===== src/sv/tmai_pkg.sv =====
// shared types, constants and the microcode table of the mlp inference block
package tmai_pkg;

  // default network shape
  localparam int NUM_INPUTS_DEF  = 8;
  localparam int HIDDEN_ONE_DEF  = 3;
  localparam int HIDDEN_TWO_DEF  = 2;
  localparam int NUM_OUTPUTS_DEF = 9;
  localparam int WEIGHT_BITS_DEF = 16;

  // fixed formats
  localparam int FRAC_BITS   = 12;
  localparam int LIVE_INPUTS = 3;
  localparam int ACT_BITS    = 32;
  localparam int ACC_BITS    = 64;
  localparam int ACTION_BITS = 4;
  localparam int WIDX_BITS   = 6;
  localparam int WVAL_BITS   = 16;
  localparam int POS_BITS    = 10;
  localparam int PREV_BITS   = 4;

  localparam int STEP_BITS = 3;

  typedef logic [STEP_BITS-1:0] step_t;

  // program addresses
  localparam step_t STEP_IDLE    = 3'd0;
  localparam step_t STEP_NEURON  = 3'd1;
  localparam step_t STEP_MAC     = 3'd2;
  localparam step_t STEP_DRAIN_A = 3'd3;
  localparam step_t STEP_DRAIN_B = 3'd4;
  localparam step_t STEP_FINISH  = 3'd5;
  localparam step_t STEP_NEXT    = 3'd6;
  localparam step_t STEP_EMIT    = 3'd7;

  typedef enum logic [1:0] {
    LAYER_ONE,
    LAYER_TWO,
    LAYER_THREE
  } layer_e;

  typedef enum logic [2:0] {
    OP_NOP,
    OP_CLEAR,
    OP_ISSUE,
    OP_FINISH,
    OP_NEXT,
    OP_EMIT
  } op_e;

  typedef enum logic [2:0] {
    JMP_NEVER,
    JMP_IDLE,
    JMP_K_MORE,
    JMP_J_MORE,
    JMP_L_MORE,
    JMP_ALWAYS
  } jump_e;

  typedef struct packed {
    op_e   op;
    jump_e jump;
    step_t target;
  } uword_t;

  // datapath status seen by the sequencer
  typedef struct packed {
    logic go;
    logic k_more;
    logic j_more;
    logic l_more;
  } flags_t;

  // sequencer commands to the datapath
  typedef struct packed {
    op_e  op;
    logic busy;
  } ctrl_t;

  function automatic uword_t ucode_rom(step_t s);
    uword_t w;
    unique case (s)
      STEP_IDLE:    w = '{op: OP_NOP,    jump: JMP_IDLE,   target: STEP_IDLE};
      STEP_NEURON:  w = '{op: OP_CLEAR,  jump: JMP_NEVER,  target: STEP_IDLE};
      STEP_MAC:     w = '{op: OP_ISSUE,  jump: JMP_K_MORE, target: STEP_MAC};
      STEP_DRAIN_A: w = '{op: OP_NOP,    jump: JMP_NEVER,  target: STEP_IDLE};
      STEP_DRAIN_B: w = '{op: OP_NOP,    jump: JMP_NEVER,  target: STEP_IDLE};
      STEP_FINISH:  w = '{op: OP_FINISH, jump: JMP_J_MORE, target: STEP_NEURON};
      STEP_NEXT:    w = '{op: OP_NEXT,   jump: JMP_L_MORE, target: STEP_NEURON};
      STEP_EMIT:    w = '{op: OP_EMIT,   jump: JMP_ALWAYS, target: STEP_IDLE};
    endcase
    return w;
  endfunction

endpackage


===== src/sv/tiny_mlp_argmax_inference.sv =====
// top level: weight store, multiply-accumulate datapath and argmax of the mlp
// a load transfer writes one weight and leaves busy_o low
// an infer transfer raises busy_o; per neuron the sequencer clears, issues one product
// per input (layer one runs over its three live inputs), drains and finishes; after
// the last layer done_o strobes for one cycle
// the single multiplier and one weight-store read port serve every layer; done_o cannot stall
// reset clears the sequencer and counters only; weights stay undefined until loaded
module tiny_mlp_argmax_inference #(
  parameter int NUM_INPUTS  = tmai_pkg::NUM_INPUTS_DEF,
  parameter int HIDDEN_ONE  = tmai_pkg::HIDDEN_ONE_DEF,
  parameter int HIDDEN_TWO  = tmai_pkg::HIDDEN_TWO_DEF,
  parameter int NUM_OUTPUTS = tmai_pkg::NUM_OUTPUTS_DEF,
  parameter int WEIGHT_BITS = tmai_pkg::WEIGHT_BITS_DEF
) (
  input  logic                                  clk_i,
  input  logic                                  rst_ni,
  input  logic                                  start_i,
  output logic                                  busy_o,
  input  logic                                  func_i,
  input  logic [tmai_pkg::WIDX_BITS-1:0]        weight_index_i,
  input  logic signed [tmai_pkg::WVAL_BITS-1:0] weight_value_i,
  input  logic [tmai_pkg::POS_BITS-1:0]         pos_x_i,
  input  logic [tmai_pkg::POS_BITS-1:0]         pos_y_i,
  input  logic [tmai_pkg::PREV_BITS-1:0]        prev_action_i,
  output logic                                  done_o,
  output logic [tmai_pkg::ACTION_BITS-1:0]      action_o,
  output logic [tmai_pkg::ACT_BITS-1:0]         best_score_o
);

  // weight layout: layer one, then two, then three, each [input][neuron]
  localparam int BASE_TWO   = NUM_INPUTS * HIDDEN_ONE;
  localparam int BASE_THREE = BASE_TWO + HIDDEN_ONE * HIDDEN_TWO;
  localparam int TOTAL      = BASE_THREE + HIDDEN_TWO * NUM_OUTPUTS;
  localparam int ADDR_BITS  = $clog2(TOTAL);
  localparam int IDX_BITS   = (ADDR_BITS > tmai_pkg::WIDX_BITS) ? ADDR_BITS
                                                                : tmai_pkg::WIDX_BITS;

  // activation files hold at most this many values
  localparam int MAX_MID = (HIDDEN_ONE > HIDDEN_TWO) ? HIDDEN_ONE : HIDDEN_TWO;
  localparam int MAX_IN  = (MAX_MID > tmai_pkg::LIVE_INPUTS) ? MAX_MID
                                                             : tmai_pkg::LIVE_INPUTS;
  localparam int MAX_OUT = (MAX_MID > NUM_OUTPUTS) ? MAX_MID : NUM_OUTPUTS;
  localparam int K_BITS  = $clog2(MAX_IN);
  localparam int J_BITS  = $clog2(MAX_OUT);

  localparam int ACT_BITS  = tmai_pkg::ACT_BITS;
  localparam int ACC_BITS  = tmai_pkg::ACC_BITS;
  localparam int PROD_BITS = ACT_BITS + 1 + WEIGHT_BITS;
  localparam int SUM_BITS  = ((PROD_BITS > ACC_BITS) ? PROD_BITS : ACC_BITS) + 1;

  // accumulator clamps at +/- 2^62
  localparam logic signed [ACC_BITS-1:0] ACC_MAX = 64'sh4000_0000_0000_0000;
  localparam logic signed [ACC_BITS-1:0] ACC_MIN = -ACC_MAX;

  // stored weight range
  localparam longint WMAX_L = (64'sd1 <<< (WEIGHT_BITS - 1)) - 64'sd1;
  localparam logic signed [33:0] W_HI = 34'(WMAX_L);
  localparam logic signed [33:0] W_LO = 34'(-WMAX_L - 64'sd1);

  tmai_pkg::flags_t flags;
  tmai_pkg::ctrl_t  ctrl;

  logic load_go, infer_go;
  logic idx_ok;
  logic [IDX_BITS-1:0]       widx_ext;
  logic signed [33:0]        wv_ext, wv_sat;

  // weight store
  logic signed [WEIGHT_BITS-1:0] mem_q [TOTAL];
  logic signed [WEIGHT_BITS-1:0] rdata_q;

  // sequencing state
  tmai_pkg::layer_e    layer_q, layer_next;
  logic [J_BITS-1:0]   j_q;
  logic [K_BITS-1:0]   k_q;
  logic [ADDR_BITS-1:0] addr_q;

  // per-layer shape
  logic [K_BITS-1:0]    k_last;
  logic [J_BITS-1:0]    j_last;
  logic [ADDR_BITS-1:0] stride, base;

  // activations and pipeline
  logic [ACT_BITS-1:0]        in_act_q  [MAX_IN];
  logic [ACT_BITS-1:0]        out_act_q [MAX_IN];
  logic [ACT_BITS-1:0]        act_sel_q;
  logic signed [PROD_BITS-1:0] prod_q;
  logic signed [ACC_BITS-1:0]  acc_q;
  logic signed [SUM_BITS-1:0]  sum;
  logic signed [ACC_BITS-1:0]  acc_sat;
  logic                        v1_q, v2_q;

  // neuron output after relu
  logic [ACC_BITS-1:0] acc_shr;
  logic [ACT_BITS-1:0] score;

  // argmax
  logic [J_BITS-1:0]   action_q;
  logic [ACT_BITS-1:0] best_q;

  tmai_seq u_seq (
    .clk_i   (clk_i),
    .rst_ni  (rst_ni),
    .flags_i (flags),
    .ctrl_o  (ctrl)
  );

  assign busy_o   = ctrl.busy;
  assign done_o   = (ctrl.op == tmai_pkg::OP_EMIT);
  assign action_o = tmai_pkg::ACTION_BITS'(action_q);
  assign best_score_o = best_q;

  // a transfer either loads a weight or starts an inference
  assign load_go  = start_i & ~busy_o & ~func_i;
  assign infer_go = start_i & ~busy_o & func_i;

  // loads past the end of the store are dropped
  assign widx_ext = IDX_BITS'(weight_index_i);
  assign idx_ok   = (widx_ext < IDX_BITS'(TOTAL));

  // clamp the incoming weight to the stored width
  always_comb begin
    wv_ext = 34'(weight_value_i);
    if (wv_ext > W_HI) begin
      wv_sat = W_HI;
    end else if (wv_ext < W_LO) begin
      wv_sat = W_LO;
    end else begin
      wv_sat = wv_ext;
    end
  end

  // shape of the layer in progress
  always_comb begin
    unique case (layer_q)
      tmai_pkg::LAYER_ONE: begin
        k_last     = K_BITS'(tmai_pkg::LIVE_INPUTS - 1);
        j_last     = J_BITS'(HIDDEN_ONE - 1);
        stride     = ADDR_BITS'(HIDDEN_ONE);
        base       = '0;
        layer_next = tmai_pkg::LAYER_TWO;
      end
      tmai_pkg::LAYER_TWO: begin
        k_last     = K_BITS'(HIDDEN_ONE - 1);
        j_last     = J_BITS'(HIDDEN_TWO - 1);
        stride     = ADDR_BITS'(HIDDEN_TWO);
        base       = ADDR_BITS'(BASE_TWO);
        layer_next = tmai_pkg::LAYER_THREE;
      end
      tmai_pkg::LAYER_THREE: begin
        k_last     = K_BITS'(HIDDEN_TWO - 1);
        j_last     = J_BITS'(NUM_OUTPUTS - 1);
        stride     = ADDR_BITS'(NUM_OUTPUTS);
        base       = ADDR_BITS'(BASE_THREE);
        layer_next = tmai_pkg::LAYER_THREE;
      end
      default: begin
        k_last     = '0;
        j_last     = '0;
        stride     = '0;
        base       = '0;
        layer_next = tmai_pkg::LAYER_ONE;
      end
    endcase
  end

  always_comb begin
    flags.go     = infer_go;
    flags.k_more = (k_q != k_last);
    flags.j_more = (j_q != j_last);
    flags.l_more = (layer_q != tmai_pkg::LAYER_THREE);
  end

  // saturating accumulate, exact sum then clamp
  always_comb begin
    sum = SUM_BITS'(acc_q) + SUM_BITS'(prod_q);
    if (sum > SUM_BITS'(ACC_MAX)) begin
      acc_sat = ACC_MAX;
    end else if (sum < SUM_BITS'(ACC_MIN)) begin
      acc_sat = ACC_MIN;
    end else begin
      acc_sat = sum[ACC_BITS-1:0];
    end
  end

  // relu, drop the fraction, clamp at the top of the activation range
  always_comb begin
    acc_shr = ACC_BITS'(acc_q >>> tmai_pkg::FRAC_BITS);
    if (acc_q[ACC_BITS-1] || acc_q == '0) begin
      score = '0;
    end else if (|acc_shr[ACC_BITS-1:ACT_BITS]) begin
      score = '1;
    end else begin
      score = acc_shr[ACT_BITS-1:0];
    end
  end

  // weight store write and registered read
  always_ff @(posedge clk_i) begin
    if (load_go && idx_ok) begin
      mem_q[widx_ext[ADDR_BITS-1:0]] <= wv_sat[WEIGHT_BITS-1:0];
    end
    if (ctrl.op == tmai_pkg::OP_ISSUE) begin
      rdata_q   <= mem_q[addr_q];
      act_sel_q <= in_act_q[k_q];
    end
  end

  // counters and address walk
  always_ff @(posedge clk_i or negedge rst_ni) begin
    if (!rst_ni) begin
      layer_q <= tmai_pkg::LAYER_ONE;
      j_q     <= '0;
      k_q     <= '0;
      addr_q  <= '0;
      v1_q    <= 1'b0;
      v2_q    <= 1'b0;
    end else begin
      v1_q <= (ctrl.op == tmai_pkg::OP_ISSUE);
      v2_q <= v1_q;
      if (infer_go) begin
        layer_q <= tmai_pkg::LAYER_ONE;
        j_q     <= '0;
      end
      unique case (ctrl.op)
        tmai_pkg::OP_CLEAR: begin
          k_q    <= '0;
          addr_q <= base + ADDR_BITS'(j_q);
        end
        tmai_pkg::OP_ISSUE: begin
          k_q    <= k_q + K_BITS'(1);
          addr_q <= addr_q + stride;
        end
        tmai_pkg::OP_FINISH: begin
          if (flags.j_more) begin
            j_q <= j_q + J_BITS'(1);
          end
        end
        tmai_pkg::OP_NEXT: begin
          layer_q <= layer_next;
          j_q     <= '0;
        end
        default: ;
      endcase
    end
  end

  // multiply, accumulate, activations and argmax
  always_ff @(posedge clk_i) begin
    prod_q <= PROD_BITS'($signed({1'b0, act_sel_q})) * PROD_BITS'(rdata_q);

    if (ctrl.op == tmai_pkg::OP_CLEAR) begin
      acc_q <= '0;
    end else if (v2_q) begin
      acc_q <= acc_sat;
    end

    // the network inputs beyond the first three are zero
    if (infer_go) begin
      for (int i = tmai_pkg::LIVE_INPUTS; i < MAX_IN; i++) begin
        in_act_q[i] <= '0;
      end
      in_act_q[0] <= ACT_BITS'(pos_x_i) << tmai_pkg::FRAC_BITS;
      in_act_q[1] <= ACT_BITS'(pos_y_i) << tmai_pkg::FRAC_BITS;
      in_act_q[2] <= ACT_BITS'(prev_action_i) << tmai_pkg::FRAC_BITS;
    end else if (ctrl.op == tmai_pkg::OP_NEXT) begin
      in_act_q <= out_act_q;
    end

    if (ctrl.op == tmai_pkg::OP_FINISH) begin
      if (layer_q == tmai_pkg::LAYER_THREE) begin
        // later index wins a tie
        if (j_q == '0 || score >= best_q) begin
          best_q   <= score;
          action_q <= j_q;
        end
      end else begin
        for (int i = 0; i < MAX_IN; i++) begin
          if (j_q == J_BITS'(i)) begin
            out_act_q[i] <= score;
          end
        end
      end
    end
  end

`ifndef NO_ASSERTIONS
  // an infer transfer makes the block busy in the next cycle
  a_infer_busy: assert property (@(posedge clk_i) disable iff (!rst_ni)
    start_i && !busy_o && func_i |=> busy_o)
    else $error("infer transfer did not start the sequencer");

  // a load transfer never starts the sequencer
  a_load_idle: assert property (@(posedge clk_i) disable iff (!rst_ni)
    start_i && !busy_o && !func_i |=> !busy_o)
    else $error("load transfer started the sequencer");

  // the result strobe lasts one cycle and ends the busy period
  a_done_once: assert property (@(posedge clk_i) disable iff (!rst_ni)
    done_o |=> !done_o && !busy_o)
    else $error("result strobe held or block still busy");

  // no result while the accumulator pipeline still carries products
  a_done_drained: assert property (@(posedge clk_i) disable iff (!rst_ni)
    done_o |-> !v1_q && !v2_q)
    else $error("result strobe with products in flight");
`endif

endmodule


===== src/sv/tmai_seq.sv =====
// microcode sequencer: step counter, control table and conditional jumps
module tmai_seq (
  input  logic             clk_i,
  input  logic             rst_ni,
  input  tmai_pkg::flags_t flags_i,
  output tmai_pkg::ctrl_t  ctrl_o
);

  tmai_pkg::step_t  step_q, step_d;
  tmai_pkg::uword_t uw;
  logic             taken;

  assign uw = tmai_pkg::ucode_rom(step_q);

  // next step
  always_comb begin
    unique case (uw.jump)
      tmai_pkg::JMP_NEVER:  taken = 1'b0;
      tmai_pkg::JMP_IDLE:   taken = ~flags_i.go;
      tmai_pkg::JMP_K_MORE: taken = flags_i.k_more;
      tmai_pkg::JMP_J_MORE: taken = flags_i.j_more;
      tmai_pkg::JMP_L_MORE: taken = flags_i.l_more;
      tmai_pkg::JMP_ALWAYS: taken = 1'b1;
      default:              taken = 1'b0;
    endcase
    step_d = taken ? uw.target : step_q + tmai_pkg::step_t'(1);
  end

  // outputs
  always_comb begin
    ctrl_o.op   = uw.op;
    ctrl_o.busy = (step_q != tmai_pkg::STEP_IDLE);
  end

  always_ff @(posedge clk_i or negedge rst_ni) begin
    if (!rst_ni) begin
      step_q <= tmai_pkg::STEP_IDLE;
    end else begin
      step_q <= step_d;
    end
  end

endmodule


===== config.mk =====
export PLATFORM = sky130hd
export DESIGN_NAME = tiny_mlp_argmax_inference
export DESIGN_NICKNAME = d
export VERILOG_FILES = /design/src/sv/tmai_pkg.sv /design/src/sv/tiny_mlp_argmax_inference.sv /design/src/sv/tmai_seq.sv
export SDC_FILE = /design/constraint.sdc
export NUM_CORES = 2
export LEC_CHECK = 0
export BUFFER_PORTS_ARGS = -buffer_cell sky130_fd_sc_hd__buf_2
export CAP_MARGIN = 20
export CORE_MARGIN = 4
export CORE_UTILIZATION = 52
export DETAILED_ROUTE_END_ITERATION = 8
export PLACE_DENSITY = 0.81
export SLEW_MARGIN = 20
export SYNTH_ARGS = -nofsm -noshare
export SYNTH_HDL_FRONTEND = slang
export SYNTH_SLANG_ARGS = --single-unit

===== constraint.sdc =====
create_clock -name clk_i -period 6.5 [get_ports clk_i]
set_clock_uncertainty 0.15 [all_clocks]
set_input_delay 0.325 -clock clk_i [delete_from_list [all_inputs] [get_ports clk_i]]
set_output_delay 0.325 -clock clk_i [all_outputs]
set_load 0.05 [all_outputs]

After elaboration in Yosys (flattened, before gate mapping) --
Memories as Yosys holds them, arrays and structs flattened. A register that Yosys moved wholly into a read port is not among the register bits. Index checks and enable logic that the tools add are counted.
Storage, ports and cells: flip-flop bits (word level) 392, bits in read-only memories 64, bits in writable memories 768, memories kept 2, bits of input ports 50, output and inout bits 38, word-level logic and storage cells 105
Memories:
- mem_q | words 48, bits a word 16, read ports 1, clocked after memory_dff 1, wr ports 1, line tiny_mlp_argmax_inference.sv:69 | logic signed [WEIGHT_BITS-1:0] mem_q [TOTAL];
- (name not given) | words 8, bits a word 8, read ports 1, clocked after memory_dff 0, wr ports 0, line tmai_pkg.sv:82 | unique case (s)
Operators by class: add/sub/neg operators 6, bitwise operators 8, $mul 1, eq/ne operators 17, mux-type cells 27, reductions and logical operators 16, $lt $le $gt $ge 7
Operators with widths (number):
- 2-to-1 mux 86 bit | 2
- 2-to-1 mux 32 bit | 4
- 2-to-1 mux 64 bit | 2
- adder 64 x 49 -> 65 bit | 1
- greater-than comparator 65 x 64 -> 1 bit (second input constant) | 1
- < comparator 65 x 63 -> 1 bit (second input constant) | 1
- binary-select mux 32 bit (select 2 bit) | 1
- logical NOT 64 bit | 1
- multiplier 33 x 16 -> 49 bit | 1
- greater-or-equal comparator 32 bit | 1
- 2-to-1 mux 16 bit | 2
- one-hot mux 4 bit (3 select lines) | 2
- OR reduction 20 bit | 1
- greater-than comparator 16 bit (second input constant) | 1
- < comparator 16 bit (second input constant) | 1
- == test 3 x 2 -> 1 bit (second input constant) | 4
- == test 3 bit (second input constant) | 4
- one-hot mux 2 bit (2 select lines) | 3
- one-hot mux 6 bit (2 select lines) | 1
- AND reduction 3 bit | 4
- one-hot mux 5 bit (2 select lines) | 1
- 2-to-1 mux 4 bit | 2
- one-hot mux 4 bit (2 select lines) | 1
- adder 6 x 4 -> 6 bit | 1
- other kinds (28) | 39

Logic depth before layout (Yosys ltp) --
depth after elaboration 7, mapped depth 27

Hierarchy --
A second synthesis with hierarchy kept.
Unflattened totals: cell total of the unflattened synthesis 5061, area, all modules 65890.7 µm²
By module, submodules not included:
- tiny_mlp_argmax_inference | times used 1, cells an instance 5020, area an instance 65475.3 µm²
- tmai_seq | times used 1, cells an instance 41, area an instance 415.4 µm²

Worst setup path before layout --
OpenSTA, ideal clock, no wires.
kind reg-to-reg, start point register rdata_q[1] (read register of mem_q), end point register prod_q[47], data required time 6278 ps, stages on the path, launching flop included 25, arrival time 6527 ps, setup slack -249 ps, buffers on the path 1, clock period less this slack 6749 ps, cell sequence edfxtp_1 clkbuf_1 and2_1 fa_1 inv_1 fa_1 inv_1 fa_1 inv_1 fa_1 fa_1 fa_1 inv_1 ha_1 a21o_1 a21oi_1 nor2_1 nor3_1 a2111oi_0 o41ai_2 o21ai_1 a31oi_1 o31ai_1 a221oi_1 xnor2_1
Between the ends: cells in the longest elaborated chain, start to end 1
RTL lines:
- start, declared | line tiny_mlp_argmax_inference.sv:70 | logic signed [WEIGHT_BITS-1:0] rdata_q;
- multiplier 33 x 16 -> 49 bit | line tiny_mlp_argmax_inference.sv:250 | prod_q <= PROD_BITS'($signed({1'b0, act_sel_q})) * PROD_BITS'(rdata_q);
- end signal, assigned | line tiny_mlp_argmax_inference.sv:250
- end, declared | line tiny_mlp_argmax_inference.sv:87 | logic signed [PROD_BITS-1:0] prod_q;
No other way between the ends. A chain may end at the register's enable or synchronous reset.

Worst setup path after layout --
start point register act_sel_q[21], end point register prod_q[46]
Between the ends: cells in the longest elaborated chain, start to end 1
RTL lines:
- start, declared | line tiny_mlp_argmax_inference.sv:86 | logic [ACT_BITS-1:0] act_sel_q;
- start signal, assigned | line tiny_mlp_argmax_inference.sv:205 | act_sel_q <= in_act_q[k_q];
- multiplier 33 x 16 -> 49 bit | line tiny_mlp_argmax_inference.sv:250
No other way between the ends.

==> summary.md <==
| Metric | Value |
|---|---|
| Syn Std Cell Area | 65000 sq um |
| Crit path DAT | 7.32 ns |
| Mapped Avg Cell Area | 13.2 sq um |
| Hold_ws | 0.116 ns |
| Detailed Route WL | 185000 um |
| Top FF cell, synth | edfxtp_1 |
| Initial antenna violation count | 9 |
| Die height | 362 um |
| Worst Path Required | 6.93 ns |
| Distinct cells, synth | 76 |
| Status | finished, violations left |
| Cell taking the most area after synthesis | edfxtp_1 |
| Post-route setup slack | -0.392 ns |
| Largest cells by area after synthesis | edfxtp_1 (45%), fa_1 (13%), mux4_2 (8.4%) |
| FP Rows | 129 |
| Htree depth | 3 |
| Worst r2r src | act_sel_q[21] |
| Reg2Reg Depth | 25 |
| GPL Wtd Cong | 0.928 |
| CP Capture Type | flip-flop |
| Post-DP HPWL | 117000 um |
| Layout area overhead | 14.8% |
| Worst Max-Slew Pin Slew | 1.20 ns |
| Ys Warns | 0 |
| Period utilization | 106% |
| #FFs+latches synth | 1176 |
| Hold Fails Final Rpt | 0 |
| Synthesized instance count | 4916 |
| Total CTS buffers | 108 |
| I/O Buffers | 87 |
| Placed Cells | 6703 |
| Total Routing Usage GR | 28.2% |
| First-pass GRT wire length | 279000 um |
| Max Cap Violations | 0 |
| RSZ-0062 raised after global routing | true |
| Share of the synthesized area in the top cell type | 44.9% |
| EDFF count, synth | 972 |
| Drt wl/cell | 26.5 um |
| Core Box Area | 124000 sq um |
| Placement Cell Area | 69200 sq um |
| Skew-Pair Late Insertion Delay | 0.76 ns |
| Hold depth | 3 |
| HP Class | in -> reg |
| Max_slew headroom | 18.9% |
| Chip width | 362 um |
| DRC viols | 0 |
| CTS Sinks | 1176 |
| Fillers | 8721 |
| Clock-pin transition on the worst setup and hold timing paths | 0.07 ns |
| R2R setup slack | -0.39 ns |
| Number of routed nets with antenna violations | 0 |
| DR iter-0 viols | 5482 |
| I/O pin cnt | 88 |
| CTS Root Cell | clkbuf_16 |
| Synth async-reset ratio | 1.62% |
| CTS max path bufs | 3 |
| CTS tree | done |
| RR Endpoint | prod_q[46] |
| Die area | 131000 sq um |
| Design area | 74600 sq um |
| Tmin final | 6.89 ns |
| Failing checks | setup timing |
| Routed via count | 43418 |
| Layout cells sized above 1 | 19.7% |
| Vias in the first global route | 44334 |
| Final net count | 6005 |
| Hold Startpoint | weight_index_i[0] |
| Final cell count without fillers | 6998 |
| Global route overflow | 0 |
| Hold endpoint | mem_q[12][6] |
| Vias per cell | 6.20 |
| 1st-pass router iterations | 8 |
| CP startpoint kind | flip-flop |
| Pin count of the biggest net entering global routing | 96 |
| Fmax | 145 MHz |
| Seq/Total Area, Yosys | 51.3% |
| Pins Over Slew Limit | 0 |
| Final setup fails | 15 |
| Fin util | 60.2% |
| Initial Util | 52.4% |
| Syn Nets | 5657 |
| Critical setup path kind | reg -> reg |
| CP Max Fanout | 3 |
metal layers:
layer | part of all wire, % | track usage, % | routed length [um]
met5 | 0.015 | 0 | 28
met4 | 5.5 | 13.4 | 10200
met3 | 10 | 4.90 | 19400
met2 | 48 | 46.3 | 89500
met1 | 36 | 37.0 | 66200
final cells by class:
class | count | area, sq um | area share [%]
sequential | 1176 | 33400 | 44.8
multi-input combinational | 2926 | 29300 | 39.3
timing repair buffer | 491 | 4000 | 5.36
clock buffer | 130 | 2830 | 3.79
inverter | 561 | 2110 | 2.82
tap | 1637 | 2050 | 2.75
clock inverter | 72 | 898 | 1.20
antenna | 5 | 12.5 | 0.0168
worst max-delay path, stage by stage (launching register included):
cell      delay, ns
edfxtp_1       0.42
buf_12         0.16
buf_12         0.12
and2_4         0.15
fa_1           0.54
inv_2          0.05
fa_1           0.59
fa_2           0.48
fa_1           0.57
inv_2          0.04
fa_1           0.54
inv_1          0.07
fa_1           0.53
inv_2          0.05
ha_4           0.24
and3_4         0.16
a221o_1        0.36
a21oi_2        0.14
inv_2          0.05
a211oi_4       0.20
a211oi_2       0.13
o41ai_2        0.42
buf_4          0.20
nand2b_1       0.09
a211oi_2       0.21
nor2_1         0.09
cell families (layout without fill, tap and decap cells):
group | after synthesis | after routing | share of synthesized area (%)
AND/OR/NAND/NOR | 1196 | 1196 | 8.51
flip-flops | 1176 | 1176 | 51.3
buffers and inverters | 814 | 1254 | 4.80
adder cells (fa/ha/maj) | 691 | 691 | 18.2
AO/OA/AOI/OAI | 634 | 634 | 6.48
multiplexers | 294 | 294 | 9.19
XOR/XNOR | 111 | 111 | 1.51
other | 0 | 5 | 0
cell usage after synthesis, drive strengths merged, types with 25 or more instances:
| cell | count |
|---|---|
| nand4 | 35 |
| dfxtp | 185 |
| nor2 | 207 |
| clkbuf | 215 |
| nand2b | 30 |
| mux4 | 242 |
| and2 | 232 |
| nor3 | 25 |
| xnor2 | 63 |
| a32o | 60 |
| nand3 | 26 |
| nand2 | 562 |
| a21o | 54 |
| mux2i | 50 |
| o21ai | 129 |
| edfxtp | 972 |
| buf | 38 |
| a21oi | 210 |
| ha | 270 |
| fa | 421 |
| a22o | 26 |
| inv | 561 |
| xor2 | 48 |
| o21a | 37 |
how the worst max path moves through the flow:
| stage | slack (ns) | cells after the start | endpoint | startpoint |
|---|---|---|---|---|
| 6_report | -0.39 | 25 | prod_q[46] | act_sel_q[21] |
| 5_1_grt | -0.51 | 25 | prod_q[46] | act_sel_q[21] |
| 4_1_cts | -0.17 | 23 | prod_q[41] | rdata_q[2] |
| 3_3_place_gp | -0.31 | 23 | prod_q[44] | rdata_q[4] |
| 2_1_floorplan | -0.08 | 24 | prod_q[47] | act_sel_q[19] |
| 3_5_place_dp | -0.35 | 22 | prod_q[47] | act_sel_q[10] |
cells in the final DEF, fill, tap and decap left out, types with 21 or more instances in the layout:
cell,synthesis,routed
buf_4,0,318
edfxtp_1,972,972
a22o_1,26,26
nor3_1,25,22
dfxtp_1,185,185
buf_2,2,88
inv_2,0,26
fa_2,0,31
a21o_1,54,53
nor2_1,207,204
xor2_1,47,43
xnor2_1,63,58
a32o_1,60,60
nor2b_1,22,21
clkbuf_16,0,109
dlygate4sd3_1,0,28
inv_1,561,534
nand4_1,35,35
nand2b_1,30,30
ha_1,270,252
mux4_2,242,242
nand2_1,562,559
fa_1,421,390
and2_1,232,220
buf_12,0,26
o21ai_0,123,115
a21oi_1,209,189
o21a_1,37,37
mux2i_1,50,50
nand3_1,26,26
buf_6,8,28
per-stage QoR:
stage          setup slack [ns]  TNS [ns]
2_1_floorplan           -0.0788   -0.0788
3_3_place_gp             -0.307     -1.92
3_5_place_dp             -0.345     -2.74
4_1_cts                  -0.171     -1.48
5_1_grt                  -0.510     -5.50
6_report                 -0.392     -2.77
flip-flops by register name (all words and copies together), names as in the netlist, 3 cells and up:
signal and flops:
best_score_o 32, out_act_q 96, act_sel_q 32, action_o 4, in_act_q 96, addr_q 6
acc_q 64, mem_q 768, j_q 4, u_seq.step_q 3, prod_q 49, rdata_q 16
what timing repair did:
item | in CTS | in global routing
endpoints found under the setup margin | 15 | 24
cloned | 3 | 2
endpoints found under the hold margin | 46 | 0
buffers inserted | 34 | 32
pin swaps | 72 | 98
gates resized for setup | 86 | 121
hold buffers | 28 | 0
Power is not shown: default switching activity piles up to over one toggle a cycle in this logic, so the estimate is an artifact.
